--- config.mk ---
export PLATFORM = sky130hd
export DESIGN_NAME = encoder_velocity_accel_estimator
export DESIGN_NICKNAME = d
export VERILOG_FILES = /design/src/rtl/core/eva_pkg.sv /design/src/rtl/core/eva_div.sv /design/src/rtl/core/encoder_velocity_accel_estimator.sv
export SDC_FILE = /design/constraint.sdc
export NUM_CORES = 2
export LEC_CHECK = 0
export ABC_CLOCK_PERIOD_IN_PS = 9600
export BUFFER_PORTS_ARGS = -buffer_cell sky130_fd_sc_hd__buf_2
export CAP_MARGIN = 20
export CORE_MARGIN = 3
export CORE_UTILIZATION = 61
export DETAILED_ROUTE_END_ITERATION = 8
export PLACE_DENSITY = 0.83
export SKIP_CTS_REPAIR_TIMING = 1
export SKIP_LAST_GASP = 1
export SYNTH_ARGS = -nofsm -noshare
export SYNTH_HDL_FRONTEND = slang
export SYNTH_SLANG_ARGS = --single-unit
--- constraint.sdc ---
create_clock -name clk_i -period 9.6 [get_ports clk_i]
set_clock_uncertainty 0.2 [all_clocks]
set_input_delay 0.96 -clock clk_i [delete_from_list [all_inputs] [get_ports clk_i]]
set_output_delay 0.96 -clock clk_i [all_outputs]
set_load 0.02 [all_outputs]
--- src/rtl/core/eva_pkg.sv ---
// Package for the encoder velocity and acceleration estimator.
// Holds field widths, fixed-point scale constants and the divider request type.
// No dependencies; used by eva_div and encoder_velocity_accel_estimator.
package eva_pkg;

  localparam int ANGLE_BITS = 12;
  localparam int RAW_W      = 16;
  localparam int TIME_W     = 48;
  localparam int ANGLE_Q4_W = 13;
  localparam int VEL_W      = 40;
  localparam int ACC_W      = 48;
  localparam int IN_DATA_W  = RAW_W + TIME_W;
  localparam int OUT_FLD_W  = ANGLE_BITS + ANGLE_Q4_W + VEL_W + ACC_W;
  localparam int OUT_DATA_W = ((OUT_FLD_W + 7) / 8) * 8;

  localparam int DIFF_W     = ANGLE_BITS + 2;
  localparam int DMAG_W     = ANGLE_BITS + 1;
  localparam int SCALE_W    = 33;
  localparam int VPROD_W    = DMAG_W + SCALE_W;
  localparam int VNUM_W     = 32;
  localparam int VDIFF_W    = VEL_W + 1;
  localparam int USEC_W     = 20;
  localparam int DIV_W      = VDIFF_W + USEC_W;
  localparam int DIV_CNT_W  = $clog2(DIV_W + 1);
  localparam int DEG_W      = 13;

  localparam logic [SCALE_W-1:0] VEL_SCALE   = 33'd5760000000;
  localparam logic [USEC_W-1:0]  US_PER_S    = 20'd1000000;
  localparam logic [DEG_W-1:0]   DEG_Q4_TURN = 13'd5760;

  localparam logic signed [DIFF_W-1:0] HALF_TURN = DIFF_W'(1) <<< (ANGLE_BITS - 1);
  localparam logic signed [DIFF_W-1:0] FULL_TURN = DIFF_W'(1) <<< ANGLE_BITS;

  localparam logic signed [VEL_W-1:0] VEL_MAX = {1'b0, {(VEL_W-1){1'b1}}};
  localparam logic signed [VEL_W-1:0] VEL_MIN = {1'b1, {(VEL_W-1){1'b0}}};
  localparam logic signed [ACC_W-1:0] ACC_MAX = {1'b0, {(ACC_W-1){1'b1}}};
  localparam logic signed [ACC_W-1:0] ACC_MIN = {1'b1, {(ACC_W-1){1'b0}}};

  localparam logic [DIV_W-1:0] ACC_POS_LIM = DIV_W'(ACC_MAX);
  localparam logic [DIV_W-1:0] ACC_NEG_LIM = DIV_W'(1) << (ACC_W - 1);

  localparam logic [DIV_CNT_W-1:0] VEL_ITERS = DIV_CNT_W'(VNUM_W);
  localparam logic [DIV_CNT_W-1:0] ACC_ITERS = DIV_CNT_W'(DIV_W);

  typedef struct packed {
    logic                 start;
    logic [DIV_CNT_W-1:0] iters;
  } div_req_t;

endpackage

--- src/rtl/core/eva_div.sv ---
// Bit-serial restoring divider shared by the velocity and acceleration steps.
// Depends on eva_pkg for widths and the request struct.
// The dividend is left-aligned; quotient bits shift into the dividend register.
module eva_div (
  input  logic                        clk_i,
  input  logic                        rst_ni,
  input  eva_pkg::div_req_t           req_i,
  input  logic [eva_pkg::DIV_W-1:0]   dividend_i,
  input  logic [eva_pkg::TIME_W-1:0]  divisor_i,
  output logic                        done_o,
  output logic [eva_pkg::DIV_W-1:0]   quot_o
);

  logic [eva_pkg::DIV_W-1:0]     num_q;
  logic [eva_pkg::TIME_W-1:0]    dvs_q;
  logic [eva_pkg::TIME_W-1:0]    rem_q;
  logic [eva_pkg::DIV_CNT_W-1:0] cnt_q;
  logic                          busy_q;
  logic                          done_q;

  logic [eva_pkg::TIME_W:0]      shifted;
  logic [eva_pkg::TIME_W:0]      trial;
  logic                          qbit;

  always_comb begin
    shifted = {rem_q, num_q[eva_pkg::DIV_W-1]};
    trial   = shifted - {1'b0, dvs_q};
    qbit    = !trial[eva_pkg::TIME_W];
  end

  always_ff @(posedge clk_i) begin
    if (req_i.start) begin
      num_q <= dividend_i;
      dvs_q <= divisor_i;
      rem_q <= '0;
    end else if (busy_q) begin
      num_q <= {num_q[eva_pkg::DIV_W-2:0], qbit};
      rem_q <= qbit ? trial[eva_pkg::TIME_W-1:0] : shifted[eva_pkg::TIME_W-1:0];
    end
  end

  always_ff @(posedge clk_i or negedge rst_ni) begin
    if (!rst_ni) begin
      busy_q <= 1'b0;
      done_q <= 1'b0;
      cnt_q  <= '0;
    end else begin
      done_q <= 1'b0;
      if (req_i.start) begin
        busy_q <= 1'b1;
        cnt_q  <= req_i.iters;
      end else if (busy_q) begin
        cnt_q <= cnt_q - eva_pkg::DIV_CNT_W'(1);
        if (cnt_q == eva_pkg::DIV_CNT_W'(1)) begin
          busy_q <= 1'b0;
          done_q <= 1'b1;
        end
      end
    end
  end

  assign done_o = done_q;
  assign quot_o = num_q;

`ifndef SYNTHESIS
  a_no_restart: assert property (@(posedge clk_i) disable iff (!rst_ni)
    req_i.start |-> !busy_q)
    else $error("divider started while busy");
  a_done_idle: assert property (@(posedge clk_i) disable iff (!rst_ni)
    done_q |-> !busy_q)
    else $error("divider done while still busy");
  a_last_step: assert property (@(posedge clk_i) disable iff (!rst_ni)
    (busy_q && !req_i.start && cnt_q == eva_pkg::DIV_CNT_W'(1)) |=> done_q)
    else $error("divider missed its done pulse");
`endif

endmodule

--- src/rtl/core/encoder_velocity_accel_estimator.sv ---
// Top level of the encoder velocity and acceleration estimator.
// Depends on eva_pkg and instantiates the shared divider eva_div.
//
// Each input transaction carries a 12-bit angle count, a 48-bit microsecond
// timestamp and a read-ok flag; a transaction with the flag low is taken and
// dropped without starting a computation or changing the previous-sample state.
// A good sample yields one output transaction with the count, the angle in
// degrees (Q.4), the velocity in deg/s (Q.4) and the acceleration in deg/s^2
// (Q.4), both signed and saturating, plus a flag for zero elapsed time. The
// block holds one sample at a time: the single bit-serial divider runs 32 steps
// for the velocity and 61 steps for the acceleration, between the sequencing
// states. With zero elapsed time both divisions are skipped. A finished result
// waits in the output register while the next sample is accepted. Writing the
// configuration register loads the previous timestamp used by the next sample.
module encoder_velocity_accel_estimator (
  input  logic                            clk_i,
  input  logic                            rst_ni,
  // tdata: raw_reading[15:0], time_us[63:16]
  input  logic                            s_axis_tvalid,
  output logic                            s_axis_tready,
  input  logic [eva_pkg::IN_DATA_W-1:0]   s_axis_tdata,
  // tuser: read_ok
  input  logic                            s_axis_tuser,
  // tdata: angle_count[11:0], angle_deg_q4[24:12], velocity_q4[64:25],
  // accel_q4[112:65], zero fill above
  output logic                            m_axis_tvalid,
  input  logic                            m_axis_tready,
  output logic [eva_pkg::OUT_DATA_W-1:0]  m_axis_tdata,
  // tuser: div_zero
  output logic                            m_axis_tuser,
  input  logic                            cfg_we_i,
  input  logic [eva_pkg::TIME_W-1:0]      cfg_wdata_i
);

  typedef enum logic [2:0] {
    ST_IDLE,
    ST_VMUL,
    ST_VDIV,
    ST_ADIFF,
    ST_AMUL,
    ST_ADIV,
    ST_DONE
  } state_e;

  state_e state_q;

  logic [eva_pkg::ANGLE_BITS-1:0]    last_angle_q;
  logic [eva_pkg::TIME_W-1:0]        last_time_q;
  logic signed [eva_pkg::VEL_W-1:0]  last_vel_q;

  logic [eva_pkg::ANGLE_BITS-1:0]    count_q;
  logic [eva_pkg::TIME_W-1:0]        now_q;
  logic [eva_pkg::TIME_W-1:0]        dt_q;
  logic                              dt_zero_q;
  logic signed [eva_pkg::DIFF_W-1:0] d_q;
  logic signed [eva_pkg::VEL_W-1:0]  vel_q;
  logic signed [eva_pkg::ACC_W-1:0]  acc_q;
  logic                              vneg_q;
  logic [eva_pkg::VDIFF_W-1:0]       vmag_q;

  logic                              m_valid_q;
  logic [eva_pkg::OUT_DATA_W-1:0]    m_data_q;
  logic                              m_user_q;

  logic [eva_pkg::ANGLE_BITS-1:0]    count_in;
  logic [eva_pkg::TIME_W-1:0]        time_in;
  logic [eva_pkg::TIME_W-1:0]        dt_in;
  logic signed [eva_pkg::DIFF_W-1:0] diff_raw;
  logic signed [eva_pkg::DIFF_W-1:0] d_in;
  logic signed [eva_pkg::DIFF_W-1:0] d_abs;
  logic [eva_pkg::VPROD_W-1:0]       vprod;
  logic [eva_pkg::DIV_W-1:0]         vnum;
  logic [eva_pkg::DIV_W-1:0]         anum;
  logic signed [eva_pkg::VDIFF_W-1:0] vdiff;
  logic [eva_pkg::DIV_W-1:0]         quot;
  logic [eva_pkg::VNUM_W-1:0]        vq;
  logic signed [eva_pkg::VEL_W-1:0]  vel_div;
  logic signed [eva_pkg::ACC_W-1:0]  acc_div;
  logic [eva_pkg::ANGLE_BITS+eva_pkg::DEG_W-1:0] ang_prod;
  logic [eva_pkg::ANGLE_Q4_W-1:0]    angle_q4;
  logic                              div_done;
  logic                              out_load;
  eva_pkg::div_req_t                 div_req;
  logic [eva_pkg::DIV_W-1:0]         div_num;

  assign s_axis_tready = (state_q == ST_IDLE);

  always_comb begin
    count_in = s_axis_tdata[eva_pkg::ANGLE_BITS-1:0];
    time_in  = s_axis_tdata[eva_pkg::IN_DATA_W-1:eva_pkg::RAW_W];
    dt_in    = time_in - last_time_q;
    diff_raw = $signed({2'b00, count_in}) - $signed({2'b00, last_angle_q});
    if (diff_raw > eva_pkg::HALF_TURN) begin
      d_in = diff_raw - eva_pkg::FULL_TURN;
    end else if (diff_raw < -eva_pkg::HALF_TURN) begin
      d_in = diff_raw + eva_pkg::FULL_TURN;
    end else begin
      d_in = diff_raw;
    end

    d_abs = d_q[eva_pkg::DIFF_W-1] ? -d_q : d_q;
    vprod = eva_pkg::VPROD_W'(d_abs[eva_pkg::DMAG_W-1:0]) * eva_pkg::VPROD_W'(eva_pkg::VEL_SCALE);
    vnum  = {vprod[eva_pkg::ANGLE_BITS +: eva_pkg::VNUM_W],
             {(eva_pkg::DIV_W-eva_pkg::VNUM_W){1'b0}}};
    anum  = eva_pkg::DIV_W'(vmag_q) * eva_pkg::DIV_W'(eva_pkg::US_PER_S);

    vdiff = eva_pkg::VDIFF_W'(vel_q) - eva_pkg::VDIFF_W'(last_vel_q);

    vq      = quot[eva_pkg::VNUM_W-1:0];
    vel_div = d_q[eva_pkg::DIFF_W-1] ? -$signed(eva_pkg::VEL_W'(vq)) : $signed(eva_pkg::VEL_W'(vq));
    if (!vneg_q) begin
      acc_div = (quot > eva_pkg::ACC_POS_LIM) ? eva_pkg::ACC_MAX
                                              : $signed(quot[eva_pkg::ACC_W-1:0]);
    end else begin
      acc_div = (quot > eva_pkg::ACC_NEG_LIM) ? eva_pkg::ACC_MIN
                                              : -$signed(quot[eva_pkg::ACC_W-1:0]);
    end

    ang_prod = {{eva_pkg::DEG_W{1'b0}}, count_q} * {{eva_pkg::ANGLE_BITS{1'b0}}, eva_pkg::DEG_Q4_TURN};
    angle_q4 = ang_prod[eva_pkg::ANGLE_BITS +: eva_pkg::ANGLE_Q4_W];

    div_req.start = ((state_q == ST_VMUL) || (state_q == ST_AMUL)) && !dt_zero_q;
    div_req.iters = (state_q == ST_VMUL) ? eva_pkg::VEL_ITERS : eva_pkg::ACC_ITERS;
    div_num       = (state_q == ST_VMUL) ? vnum : anum;

    out_load = (state_q == ST_DONE) && (!m_valid_q || m_axis_tready);
  end

  eva_div u_div (
    .clk_i      (clk_i),
    .rst_ni     (rst_ni),
    .req_i      (div_req),
    .dividend_i (div_num),
    .divisor_i  (dt_q),
    .done_o     (div_done),
    .quot_o     (quot)
  );

  always_ff @(posedge clk_i) begin
    if (s_axis_tvalid && s_axis_tready) begin
      count_q   <= count_in;
      now_q     <= time_in;
      dt_q      <= dt_in;
      dt_zero_q <= (dt_in == '0);
      d_q       <= d_in;
    end
    if (out_load) begin
      m_data_q <= {{(eva_pkg::OUT_DATA_W-eva_pkg::OUT_FLD_W){1'b0}},
                   acc_q, vel_q, angle_q4, count_q};
      m_user_q <= dt_zero_q;
    end
  end

  always_ff @(posedge clk_i or negedge rst_ni) begin
    if (!rst_ni) begin
      state_q      <= ST_IDLE;
      last_angle_q <= '0;
      last_time_q  <= '0;
      last_vel_q   <= '0;
      vel_q        <= '0;
      acc_q        <= '0;
      vneg_q       <= 1'b0;
      vmag_q       <= '0;
      m_valid_q    <= 1'b0;
    end else begin
      if (out_load) begin
        m_valid_q <= 1'b1;
      end else if (m_axis_tready) begin
        m_valid_q <= 1'b0;
      end
      if (cfg_we_i) begin
        last_time_q <= cfg_wdata_i;
      end else if (out_load) begin
        last_time_q <= now_q;
      end
      unique case (state_q)
        ST_IDLE: begin
          if (s_axis_tvalid && s_axis_tuser) begin
            state_q <= ST_VMUL;
          end
        end
        ST_VMUL: begin
          if (dt_zero_q) begin
            if (d_q > 0) begin
              vel_q <= eva_pkg::VEL_MAX;
            end else if (d_q < 0) begin
              vel_q <= eva_pkg::VEL_MIN;
            end else begin
              vel_q <= '0;
            end
            state_q <= ST_ADIFF;
          end else begin
            state_q <= ST_VDIV;
          end
        end
        ST_VDIV: begin
          if (div_done) begin
            vel_q   <= vel_div;
            state_q <= ST_ADIFF;
          end
        end
        ST_ADIFF: begin
          vneg_q  <= vdiff[eva_pkg::VDIFF_W-1];
          vmag_q  <= vdiff[eva_pkg::VDIFF_W-1] ? eva_pkg::VDIFF_W'(-vdiff)
                                               : eva_pkg::VDIFF_W'(vdiff);
          state_q <= ST_AMUL;
        end
        ST_AMUL: begin
          if (dt_zero_q) begin
            if (vmag_q == '0) begin
              acc_q <= '0;
            end else if (vneg_q) begin
              acc_q <= eva_pkg::ACC_MIN;
            end else begin
              acc_q <= eva_pkg::ACC_MAX;
            end
            state_q <= ST_DONE;
          end else begin
            state_q <= ST_ADIV;
          end
        end
        ST_ADIV: begin
          if (div_done) begin
            acc_q   <= acc_div;
            state_q <= ST_DONE;
          end
        end
        ST_DONE: begin
          if (out_load) begin
            last_angle_q <= count_q;
            last_vel_q   <= vel_q;
            state_q      <= ST_IDLE;
          end
        end
        default: begin
          state_q <= ST_IDLE;
        end
      endcase
    end
  end

  assign m_axis_tvalid = m_valid_q;
  assign m_axis_tdata  = m_data_q;
  assign m_axis_tuser  = m_user_q;

`ifndef SYNTHESIS
  a_zero_dt_sat: assert property (@(posedge clk_i) disable iff (!rst_ni)
    (m_valid_q && m_user_q) |->
      (m_data_q[64:25] == eva_pkg::VEL_MAX || m_data_q[64:25] == eva_pkg::VEL_MIN ||
       m_data_q[64:25] == '0))
    else $error("zero elapsed time without saturated velocity");
  a_vel_range: assert property (@(posedge clk_i) disable iff (!rst_ni)
    (m_valid_q && !m_user_q) |->
      (m_data_q[64:57] == 8'h00 || m_data_q[64:57] == 8'hFF))
    else $error("divided velocity out of its range");
  a_time_update: assert property (@(posedge clk_i) disable iff (!rst_ni)
    (out_load && !cfg_we_i) |=> (last_time_q == $past(now_q)))
    else $error("previous time not updated at result load");
  a_vdiv_exit: assert property (@(posedge clk_i) disable iff (!rst_ni)
    (state_q == ST_VDIV && div_done) |=> (state_q == ST_ADIFF))
    else $error("sequencer missed velocity divide completion");
`endif

endmodule

==> results.cfg <==
[synth]
syn_avg_cell_area_um2 = 9.766
synth_cell_types = 87
yosysSeqAreaShare_pct = 35.55
synth_area_um2 = 48970
synth_warnings = 0
dominantRegCellSynth = edfxtp_1
synth-edff-count = 346
synth-seq-cells = 636
synth_async_sr_flop_share_pct = 38.05
synthCells = 5014

[finish]
drive_above_1_share_pct = 8.137
syn_to_final_growth_pct = 8.861
multiInputGateArea_um2 = 28450
postLayoutCellArea_um2 = 53310
finalNonFillerCells = 6262
regArea_um2 = 17410
layout_common_cells = inv_1, ha_1, o21ai_0
nFillCells = 6032
final_common_cell = inv_1
nNetsFinal = 6023

[detailed_routing]
dr_total_vias = 36990
wl_met2_um = 56920
routed_wl_um = 115800
topRoutingLayerUsed = met4
drc_errors = 0
ant_nets = 0
wl_per_cell_um = 18.49
drtIter0Drc = 2765
dr_wl_met3_um = 5895
dr.pass1.iters = 6
viasPerCell = 5.907
wl_met1_um = 46740

[min_path]
hold_path_class = in -> async

[floorplanning]
die_w_um = 289.3
rows = 103
core_um2 = 79260
die_h_um = 289.3
ioPinCount = 241
dieArea_um2 = 83710
start_util_pct = 61.78

[grt]
grt_pass1_vias = 37050
antenna_found_initial = 0
grt_usage_pct = 27.78
grt_pass1_wl_um = 187900
grt_max_degree = 121
overflow = 0

[critical_path]
cp.arrival_ns = 8.06
r2r_end = u_div.quot_o[60]
required_ns = 9.75
path_max_fanout = 8
cp_common_cell = inv_1
cp-start-kind = register
end_kind = register
slowest_delay_ns = 0.58
critPathTopFamily = adder cells
path_class = reg -> reg
r2r_setup_slack_ns = 1.69
rr_startpoint = d_q[0]
worst_path_max_delay_cell = edfxtp_1
cp_num_buf_inv = 4
r2r_cells = 28

[job]
maxCapViolCount = 0

[cts]
h-tree-depth = 3
clkLatencyLatePin_ns = 0.64
cts_tree = built
cts_buffers = 72
cts_sinks = 636
clk_pin_slew_ns = 0.06
cts_root_buf = clkbuf_16
cts_buffer_depth = 3

[sta]
worstMarginPinSlew_ns = 1.138
max_slew_margin_pct = 24.15
rsz0062_at_grt = no
min_period_ns = 7.913
hold_viol = 0
max_freq_mhz = 126.4
finalMaxSlewViolations = 0
period_share_pct = 82.42
fin_tns_setup_ns = 0
setup_violations = 0
whs_ns = 0.09187

[pwr]
p_leak_uw = 0.02484
p_per_area_nw_per_um2 = 113.8
vdd_drop_max_uv = 173.4
finalPower_uw = 6064

[status]
outcome = finished clean

[placed_design]
place_area_um2 = 50900
globalplace.congestion = 0.9108
io_buffers = 229
place_inst = 6126
dpl.hpwl_um = 87910
==> stage by stage <==
step,util (%),setup slack (ns)
2_1_floorplan,-,2.880
3_3_place_gp,64.23,2.047
3_5_place_dp,64.23,1.736
4_1_cts,67.23,1.720
5_1_grt,67.25,0.9693
6_report,67.26,1.687
==> flip-flops by register name, indices dropped and copies added (netlist names), 3 cells and up <==
name	cells
m_axis_tdata	113
u_div.cnt_q	6
vel_q	40
u_div.quot_o	61
u_div.dvs_q	48
d_q	14
now_q	48
last_vel_q	40
vmag_q	41
last_angle_q	12
count_q	12
u_div.rem_q	48
acc_q	48
dt_q	48
last_time_q	48
state_q	3
==> synth_stat cells (99+ instances only) <==
cell      count  share of area (%)
inv_1       626                4.8
ha_1        478                 12
o21ai_0     438                4.5
nand2_1     362                2.8
edfxtp_1    346                 21
a21oi_1     338                3.5
fa_1        276                 11
nor2_1      264                2.0
dfrtp_1     242                 12
xnor2_1     175                3.1
clkbuf_1    170                1.3
a21o_1      132                2.0
xor2_1      109                1.9
mux2i_1      99                2.0
==> metal layers <==
layer	track usage (%)	vias to the layer above
met2	48.08	1104
met5	0	-
met1	34.46	17840
li1	-	17750
met4	13.61	0
met3	3.478	297
==> how the worst max path moves through the flow <==
stage                     startpoint  cells past startpoint               end  slack [ns]
after global placement        d_q[0]                     28  u_div.quot_o[60]        2.05
after floorplan           vmag_q[10]                     22  u_div.quot_o[59]        2.88
final                         d_q[0]                     28  u_div.quot_o[60]        1.69
after CTS                     d_q[0]                     28  u_div.quot_o[60]        1.72
after global routing          d_q[0]                     28  u_div.quot_o[60]        0.97
after detailed placement      d_q[0]                     28  u_div.quot_o[60]        1.74
==> area by class of cell <==
type / instances / area share [%]
inverter: 627 / 4.417
sequential: 636 / 32.66
antenna: 1 / 0.004694
tap: 1050 / 2.465
clock inverter: 37 / 0.8121
timing repair buffer: 257 / 2.610
multi-input combinational: 3557 / 53.38
clock buffer: 97 / 3.652
==> cell families after synthesis <==
logic type	synth area share, %
AO/OA/AOI/OAI	15.89
AND/OR/NAND/NOR	11.29
buffers and inverters	6.536
adder cells (fa/ha/maj)	23.50
flip-flops	35.55
XOR/XNOR	5.080
multiplexers	2.146
other	0.007658
==> power by group <==
group / total (uW) / internal [uW] / switching (uW)
clock network: 2740 / 1540 / 1200
registers: 2910 / 2900 / 10.2
logic: 412 / 160 / 252
(Power assumes the default switching activity.)
